`src/hdl/rvmt_pkg.sv`:
```
package rvmt_pkg;

  localparam int LANES         = 4;
  localparam int ELEM_W        = 32;
  localparam int ROW_W         = 2;
  localparam int PROD_W        = 2 * ELEM_W;
  localparam int ACC_W         = PROD_W + 2;
  localparam int DEF_DIM       = 4;
  localparam int DEF_FRAC_BITS = 16;

  typedef logic signed [ELEM_W-1:0] elem_t;
  typedef logic signed [PROD_W-1:0] prod_t;
  typedef logic signed [ACC_W-1:0]  acc_t;

  typedef enum logic {
    CMD_LOAD  = 1'b0,
    CMD_XFORM = 1'b1
  } cmd_t;

  typedef struct packed {
    logic                          en;
    logic [ROW_W-1:0]              row;
    logic [LANES-1:0][ELEM_W-1:0]  data;
  } coef_wr_t;

endpackage

```
`src/hdl/rvmt_coef_store.sv`:
```
module rvmt_coef_store #(
  parameter int DIM = rvmt_pkg::DEF_DIM
) (
  input  logic              clk,
  input  logic              rst_n,
  input  rvmt_pkg::coef_wr_t wr,
  output rvmt_pkg::elem_t   coef [DIM][DIM]
);
  import rvmt_pkg::*;

  elem_t coef_r [DIM][DIM];

  for (genvar r = 0; r < DIM; r++) begin : g_row
    for (genvar c = 0; c < DIM; c++) begin : g_col
      always_ff @(posedge clk) begin
        if (!rst_n) begin
          coef_r[r][c] <= '0;
        end else if (wr.en && (wr.row == ROW_W'(r))) begin
          coef_r[r][c] <= elem_t'(wr.data[c]);
        end
      end
      assign coef[r][c] = coef_r[r][c];
    end
  end

endmodule

```
`config.mk`:
```
export PLATFORM = sky130hd
export DESIGN_NAME = rvmt_coef_store
export DESIGN_NICKNAME = d
export VERILOG_FILES = /design/src/hdl/rvmt_pkg.sv /design/src/hdl/rvmt_coef_store.sv
export SDC_FILE = /design/constraint.sdc
export NUM_CORES = 1
export LEC_CHECK = 0
export BUFFER_PORTS_ARGS = -buffer_cell sky130_fd_sc_hd__buf_2
export CORE_AREA = 5 5 244 246
export CTS_BUF_LIST = sky130_fd_sc_hd__clkbuf_4 sky130_fd_sc_hd__clkbuf_8 sky130_fd_sc_hd__clkbuf_16
export CTS_CLUSTER_DIAMETER = 50
export DETAILED_ROUTE_END_ITERATION = 10
export DIE_AREA = 0 0 249 251
export GPL_ROUTABILITY_DRIVEN = 0
export HOLD_SLACK_MARGIN = 0.06
export PLACE_DENSITY = 0.57
export SYNTH_ARGS = -nofsm -noshare
export SYNTH_HDL_FRONTEND = slang
export SYNTH_SLANG_ARGS = --single-unit
export TNS_END_PERCENT = 30
```
`constraint.sdc`:
```
create_clock -name clk -period 16.7 [get_ports clk]
set_input_delay 3.34 -clock clk [delete_from_list [all_inputs] [get_ports clk]]
set_output_delay 3.34 -clock clk [all_outputs]
set_load 0.01 [all_outputs]
```
==> run_results.csv, run 1 <==
group,metric,value,unit
worst_setup_path,required,16.91,ns
route,routed_via_density,4.35,
route,firstDrtPassIters,5,
sta,fmax,192,MHz
yosys,synth_edf_count,512,
clocking,cts_max_path_buffers,3,
yosys,synth_top_cells_by_count,"and2_1, edfxtp_1, clkbuf_2",
power,power.leakage,10.2,nW
sta,final.setup.tns,0,ns
grt,antenna_found_initial,5,
floorplanning,fp.dieH,251,um
floorplanning,dieArea,0.0625,mm^2
floorplanning,ioPinCount,645,
floorplanning,initial_core_util,33.2,%
finish,top_regs,"coef_r (512)",
finish,regMostFlops,"coef_r",
grt,grt_max_degree,73,
worst_setup_path,criticalPathCategory,"in -> reg",
grt,grt_pass1_wl,77700,um
floorplanning,core,0.0571,mm^2
yosys,yosysTopAreaCell,"edfxtp_1",
yosys,synth_nets,1224,
route,ant_nets,0,
power,power.share.combinational,8.3,%
power,seqPwrFrac,50.4,%
yosys,yosys_most_used_dff,"edfxtp_1",
finish,flow.area_growth_from_synthesis,31.5,%
yosys,yosys.area.top_type_share,81.2,%
job,maxCapViolations,0,
sta,min_period,5.21,ns
finish,drive_above_1_share,42.2,%
yosys,postSynthCellCount,1091,
power,finalPower,3.05,mW
finish,layout.cells.non_filler,2566,
power,swShare,23.0,%
power,power.share.clock,41.3,%
worst_setup_path,worstPathArrival,5.43,ns
clocking,post_cts_buffers,0,
sta,final_max_slew_viol_count,0,
sta,fin_crit_sh,31.2,%
power,ir_drop,93.0,uV
sta,worstMarginPinSlew,0.984,ns
power,switchingPower,701,uW
clocking,numCtsBuffers,58,
grt,grt_overflow,0,
hold_path,hold_path.class,"in -> reg",
power,internal-power,2.35,mW
place,dp_hpwl,36700,um
sta,rsz0062_at_grt,"no",
grt,grt_usage,16.2,%
sta,layout_setup_ws,11.49,ns
place,portBuffers,644,
power,power_density,122,mW/mm^2
yosys,ys_seq_area_share,81.2,%
route,drc,0,
yosys,synth_area,0.0189,mm^2
worst_setup_path,start_kind,"input port",
sta,setup_viol,0,
worst_setup_path,crit_end,"coef_r[2][119]",
yosys,syn_area_per_cell,17.4,um^2
sta,hold_violations,0,
yosys,async_reset_ff_share,0,%
route,finalWirelength,53200,um
worst_setup_path,critPathLaunch,"wr[128]",
clocking,root_buffer,"clkbuf_16",
worst_setup_path,critPathCaptureType,"flop",
floorplanning,die_x,249,um
finish,nNetsFinal,1884,
route,wl_per_cell,20.7,um
clocking,clk_pin_slew,0.06,ns
clocking,h-tree-depth,2,
finish,largest_reg_flops,512,
clocking,clkSinkCount,512,
place,place_area,0.0230,mm^2
route,drtIter0Drc,649,
yosys,synth.distinct_cells,12,
yosys,ys_top_cells_by_area,"edfxtp_1, and2_1, clkbuf_2",
yosys,synth_seq_cells,512,
clocking,cts_tree,"done",
finish,finalInstanceArea,0.0249,mm^2
sta,max_slew_margin,34.4,%
run_status,status,"complete, no violations",
place,place_ws,10.77,ns
place,dp_cells,2456,
grt,grt_pass1_vias,11600,
worst_setup_path,cp_max_fo,67,
floorplanning,rows,88,
clocking,cts_resized,0,
clocking,postCtsHoldBufs,0,
yosys,yosys_warnings,0,
route,vias,11200,
area by class of cell:
class                      instances  area (um^2)
clock inverter                    32          299
timing repair buffer             656         3310
clock buffer                      74         1620
sequential                       512        15400
antenna                            4         10.0
fill                            5224        32200
multi-input combinational        522         3330
inverter                           1         3.75
tap                              765          957
placed cells by master, fill, tap and decap left out, drive strengths merged:
| cell type | instances |
|---|---|
| buf | 656 |
| and2 | 512 |
| edfxtp | 512 |
| clkbuf | 74 |
| clkinv | 19 |
| inv | 7 |
| diode | 4 |
| o21ai | 4 |
| bufinv | 4 |
| clkinvlp | 3 |
| and4b | 2 |
| nand2 | 1 |
| nand2b | 1 |
| and4bb | 1 |
| and4 | 1 |
per-stage QoR:
stage          hold slack, ns  utilization, %
5_1_grt                  3.04            43.6
3_3_place_gp             3.65            40.2
3_5_place_dp             3.65            40.2
6_report                 3.06            43.6
2_1_floorplan            3.54               -
4_1_cts                  3.02            43.6
power groups by stage:
stage	sequential, mW	clock [mW]	combinational [mW]
detailed placement	1.56	0	0.262
CTS	1.54	1.29	0.262
global placement	1.56	0	0.261
global route	1.55	1.35	0.272
floorplan	1.64	0	0.0418
finish	1.54	1.26	0.254
cell families (layout without fill, tap and decap cells):
kind of cell | Yosys count | in the layout | synth area share (%)
and+or+nand+nor | 518 | 518 | 17.2
buffers and inverters | 57 | 763 | 1.57
AOI/OAI and AO/OA | 4 | 4 | 0.106
DFF | 512 | 512 | 81.2
other | 0 | 4 | 0
layer usage:
| metal | share of wire, % | track usage, % | up-vias |
|---|---|---|---|
| met5 | 0.013 | 0 | - |
| met4 | 2.9 | 5.08 | 2 |
| met3 | 9.1 | 5.77 | 95 |
| met2 | 51 | 28.4 | 477 |
| met1 | 37 | 18.8 | 5450 |
| li1 | - | - | 5136 |
critical path, stage by stage:
cell and delay, ns:
buf_2 0.13, nand2b_1 0.22, o21ai_4 0.14, buf_4 0.68, buf_4 0.77
how the worst min path moves through the flow:
stage	startpoint	end	cells past startpoint
2_1_floorplan	wr[96]	coef_r[0][0]	1
6_report	wr[69]	coef_r[2][37]	2
4_1_cts	wr[69]	coef_r[2][37]	2
5_1_grt	wr[59]	coef_r[2][91]	2
3_5_place_dp	wr[59]	coef_r[1][91]	2
3_3_place_gp	wr[109]	coef_r[1][13]	2
No activity file was read; power rests on OpenSTA's default activity.
==> inputs of run 2 (changes only) <==
--- a/config.mk
+++ b/config.mk
@@ -5,12 +5,13 @@
 export SDC_FILE = /design/constraint.sdc
 export NUM_CORES = 1
 export LEC_CHECK = 0
+export ABC_AREA = 1
 export BUFFER_PORTS_ARGS = -buffer_cell sky130_fd_sc_hd__buf_2
-export CORE_AREA = 5 5 244 246
+export CORE_AREA = 5 5 246 248
 export CTS_BUF_LIST = sky130_fd_sc_hd__clkbuf_4 sky130_fd_sc_hd__clkbuf_8 sky130_fd_sc_hd__clkbuf_16
 export CTS_CLUSTER_DIAMETER = 50
 export DETAILED_ROUTE_END_ITERATION = 10
-export DIE_AREA = 0 0 249 251
+export DIE_AREA = 0 0 251 253
 export GPL_ROUTABILITY_DRIVEN = 0
 export HOLD_SLACK_MARGIN = 0.06
 export PLACE_DENSITY = 0.57
==> constraint.sdc (replaced) <==
create_clock -name clk -period 4.5 [get_ports clk]
set_input_delay 0.9 -clock clk [delete_from_list [all_inputs] [get_ports clk]]
set_output_delay 0.9 -clock clk [all_outputs]
set_load 0.01 [all_outputs]
==> run_results.csv, run 2 <==
group,metric,value,unit
run_status,status,"complete, no violations",
sta,setup_viol,0,
finish,final_common_cell,"buf_2",
route,drtIter0Drc,768,
worst_setup_path,criticalPathCategory,"in -> reg",
finish,layout_common_cells,"buf_2, nor2_1, edfxtp_1",
yosys,postSynthCellCount,1225,
floorplanning,initial_core_util,31.1,%
finish,drive_above_1_share,39.6,%
yosys,synth_area,0.0181,mm^2
hold_path,hold_path.class,"in -> reg",
clocking,cts_resized,0,
grt,grt_usage,15.7,%
finish,top_regs,"coef_r (512)",
route,routed_via_density,4.39,
route,firstDrtPassIters,6,
finish,layout.cells.non_filler,2713,
clocking,post_cts_buffers,0,
yosys,async_reset_ff_share,0,%
floorplanning,ioPinCount,645,
yosys,yosys.area.top_type_share,84.8,%
yosys,synth_nets,1358,
clocking,postCtsHoldBufs,0,
floorplanning,core,0.0582,mm^2
clocking,numCtsBuffers,59,
floorplanning,dieArea,0.0635,mm^2
yosys,ys_seq_area_share,84.8,%
place,portBuffers,644,
yosys,synth.distinct_cells,7,
grt,grt_pass1_wl,76900,um
yosys,syn_area_per_cell,14.8,um^2
route,drc,0,
yosys,synth_top_family_by_area,"simple AND/OR/NAND/NOR gates",
clocking,clk_pin_slew,0.06,ns
floorplanning,fp.dieH,253,um
floorplanning,die_x,251,um
clocking,cts_max_path_buffers,3,
power,power.leakage,10.6,nW
sta,min_period,2.17,ns
grt,grt_pass1_vias,12100,
clocking,clkSinkCount,512,
yosys,synth.mux.area_fraction,0,%
worst_setup_path,required,4.93,ns
worst_setup_path,critPathCaptureType,"flop",
route,finalWirelength,53000,um
yosys,synth_compound_area_share,0,%
route,ant_nets,0,
yosys,synth_most_common_cell,"nor2_1",
route,wl_per_cell,19.5,um
sta,final.setup.tns,0,ns
sta,worstMarginPinSlew,1.03,ns
yosys,synth_seq_cells,512,
finish,largest_reg_flops,512,
grt,grt_max_degree,129,
worst_setup_path,start_kind,"input port",
power,finalPower,11.4,mW
yosys,yosysTopAreaCell,"edfxtp_1",
finish,flow.area_growth_from_synthesis,33.8,%
yosys,yosys.area_share.simple,10.9,%
clocking,root_buffer,"clkbuf_16",
worst_setup_path,worstPathArrival,2.60,ns
sta,hold_violations,0,
sta,rsz0062_at_grt,"no",
floorplanning,rows,89,
yosys,synth_fa_ha_area_share,0,%
job,maxCapViolations,0,
worst_setup_path,cp_max_fo,67,
grt,grt_overflow,0,
route,vias,11900,
clocking,h-tree-depth,2,
sta,fin_crit_sh,48.3,%
yosys,ys_top_cells_by_area,"edfxtp_1, nor2_1, inv_1",
power,power_density,470,mW/mm^2
finish,regMostFlops,"coef_r",
power,ir_drop,307,uV
yosys,synth_top_cells_by_count,"nor2_1, edfxtp_1, inv_1",
yosys,synth_edf_count,512,
sta,max_slew_margin,31.1,%
yosys,yosys_most_used_dff,"edfxtp_1",
place,dp_cells,2599,
place,dp_hpwl,35500,um
grt,antenna_found_initial,5,
clocking,cts_tree,"done",
finish,nNetsFinal,2020,
sta,fmax,460,MHz
sta,final_max_slew_viol_count,0,
yosys,synth_xor_area_share,0,%
yosys,yosys_warnings,0,
-- run 2: power by group --
| group | internal [mW] | switching [mW] | total [mW] |
|---|---|---|---|
| registers | 5.62 | 0.105 | 5.72 |
| logic | 0.308 | 0.655 | 0.963 |
| clock network | 2.79 | 1.93 | 4.72 |
-- run 2: final cells by class --
class                      instances  area, um^2
antenna                            4        10.0
inverter                         130         488
clock buffer                      73        1600
tap                              773         967
fill                            5431       34000
timing repair buffer             659        3450
clock inverter                    37         357
multi-input combinational        525        2030
sequential                       512       15400
-- run 2: worst paths after layout --
kind               start             to  slack (ns)  cells after the start
setup / recovery   rst_n  coef_r[3][76]        2.33                      4
hold / removal    wr[80]  coef_r[0][48]        0.65                      3
-- run 2: cell families after synthesis --
family        after synthesis
simple gates              525
buf+inv                   188
flops                     512
-- run 2: worst max-delay path, cell delays in order --
cell and delay (ns):
buf_2 0.27, nand4_1 0.69, buf_12 0.46, nor2_1 0.18
-- run 2: metal layers --
metal  part of all wire [%]  track usage [%]  up-vias
li1                       -                -     5416
met1                     37             18.8     5800
met2                     50             26.7      572
met3                    9.1             5.14      110
met4                    3.7             5.96        2
met5                  0.021                0        -
-- run 2: stage by stage --
| stage | util (%) | hold WS (ns) | cell area (um^2) | setup slack (ns) |
|---|---|---|---|---|
| 2_1_floorplan | - | 1.14 | 18100 | 0.124 |
| 3_3_place_gp | 38.3 | 1.24 | 22300 | 1.84 |
| 3_5_place_dp | 38.3 | 1.25 | 22300 | 1.79 |
| 4_1_cts | 41.7 | 0.606 | 24300 | 2.32 |
| 5_1_grt | 41.7 | 0.628 | 24300 | 2.28 |
| 6_report | 41.7 | 0.651 | 24300 | 2.33 |
==> inputs of run 3 (changes only) <==
==> constraint.sdc (replaced) <==
create_clock -name clk -period 1.9 [get_ports clk]
set_input_delay 0.38 -clock clk [delete_from_list [all_inputs] [get_ports clk]]
set_output_delay 0.38 -clock clk [all_outputs]
set_load 0.01 [all_outputs]
==> run_results.csv, run 3 (synthesized netlist as in run 2, its figures left out) <==
group,metric,value,unit
route,drtIter0Drc,948,
grt,grt_pass1_vias,12400,
worst_setup_path,required,1.52,ns
finish,multiInputGateArea,0.00206,mm^2
clocking,cts_max_path_buffers,3,
clocking,numCtsBuffers,56,
clocking,postCtsHoldBufs,0,
sta,max_slew_margin,65.0,%
finish,finalInstanceArea,0.0248,mm^2
finish,drive_above_1_share,41.1,%
finish,antennaDiodeCount,0,
finish,final_common_cell,"buf_2",
power,power.share.combinational,8.9,%
power,ir_drop,706,uV
sta,rsz0062_at_grt,"no",
grt,grt_pass1_wl,78700,um
floorplanning,core,0.0582,mm^2
sta,min_period,1.62,ns
grt,grt_usage,16.2,%
floorplanning,fp.dieH,253,um
clocking,post_cts_buffers,0,
route,ant_nets,0,
place,dp_hpwl,40500,um
route,top_layer,"met4",
worst_setup_path,critical-path-slowest-cell,"edfxtp_1",
worst_setup_path,criticalPathCategory,"reg -> out",
worst_setup_path,worstPathArrival,1.24,ns
worst_setup_path,cp_max_fo,1,
sta,final_max_slew_viol_count,0,
route,finalWirelength,54600,um
floorplanning,ioPinCount,645,
finish,fillers,5426,
route,vias,12200,
place,portBuffers,644,
worst_setup_path,crit_chain,"buf_2",
job,maxCapViolations,0,
power,power_density,1100,mW/mm^2
worst_setup_path,start_kind,"flop",
worst_setup_path,worst-path-buf-inv,1,
route,dr_wl_met2,28800,um
grt,antenna_found_initial,0,
clocking,cts_resized,0,
finish,largest_reg_flops,512,
grt,grt_overflow,0,
worst_setup_path,path_delay_family,"flip-flops",
finish,regMostFlops,"coef_r",
finish,flow.area_growth_from_synthesis,37.0,%
clocking,clk_pin_slew,0.07,ns
place,place_area,0.0229,mm^2
route,wl_per_cell,19.8,um
clocking,h-tree-depth,2,
sta,fin_crit_sh,85.0,%
power,finalPower,27.3,mW
floorplanning,rows,89,
route,drc,0,
power,power.share.clock,41.4,%
route,firstDrtPassIters,7,
route,met3_length,4730,um
power,internal-power,20.9,mW
finish,seqCellArea,0.0154,mm^2
route,routed_via_density,4.43,
floorplanning,dieArea,0.0635,mm^2
power,power.leakage,10.9,nW
route,m1WireLength,19500,um
grt,grt_max_degree,70,
sta,fmax,619,MHz
floorplanning,initial_core_util,31.1,%
power,switchingPower,6.44,mW
finish,layout_common_cells,"buf_2, nor2_1, edfxtp_1",
worst_setup_path,cp_slowest_stage_delay,0.46,ns
power,swShare,23.6,%
sta,setup_viol,0,
clocking,cts_tree,"done",
finish,top_regs,"coef_r (512)",
clocking,root_buffer,"clkbuf_16",
sta,hold_violations,0,
sta,worstMarginPinSlew,0.524,ns
worst_setup_path,critPathCaptureType,"output pin",
power,seqPwrFrac,49.7,%
hold_path,hold_path.class,"in -> reg",
floorplanning,die_x,251,um
finish,nNetsFinal,2069,
run_status,status,"complete, no violations",
clocking,clkSinkCount,512,
==> run 3: final timing paths <==
path,start,endpoint,slack (ns),cells after the start
worst max-delay path,coef_r[3][100],coef[100],0.28,1
worst min-delay path,wr[66],coef_r[1][34],0.14,3
==> run 3: final cells by class <==
cell class              instances  share of cell area, %
repair buffers                711                   16.1
clock buffers                  61                   5.86
well taps                     773                   3.89
inverters                     130                   1.96
clock inverters                43                   2.04
multi-input cells             525                   8.30
flip-flops and latches        512                   61.9
==> run 3: per-layer routing <==
metal / vias to the layer above / track usage [%]
met4: 0 / 5.13
met2: 586 / 29.4
met3: 88 / 4.09
li1: 5507 / -
met1: 6026 / 18.9
met5: - / 0
==> run 3: through the flow <==
stage	TNS, ns	std cells	setup slack, ns	hold slack [ns]	utilization [%]
floorplan	-6.94	1225	-0.0426	0.623	-
global placement	0	2651	0.234	0.730	39.3
detailed placement	0	2651	0.219	0.737	39.3
CTS	0	2755	0.237	0.0974	42.7
global route	0	2755	0.225	0.118	42.7
finish	0	2755	0.284	0.142	42.7
==> run 3: power by group through the flow <==
stage / Combinational [mW] / Sequential (mW) / Clock, mW
6_report: 2.44 / 13.6 / 11.3
4_1_cts: 2.49 / 13.6 / 11.5
5_1_grt: 2.60 / 13.6 / 12.0
2_1_floorplan: 0.478 / 14.2 / 0
3_3_place_gp: 2.46 / 13.8 / 0
3_5_place_dp: 2.49 / 13.8 / 0
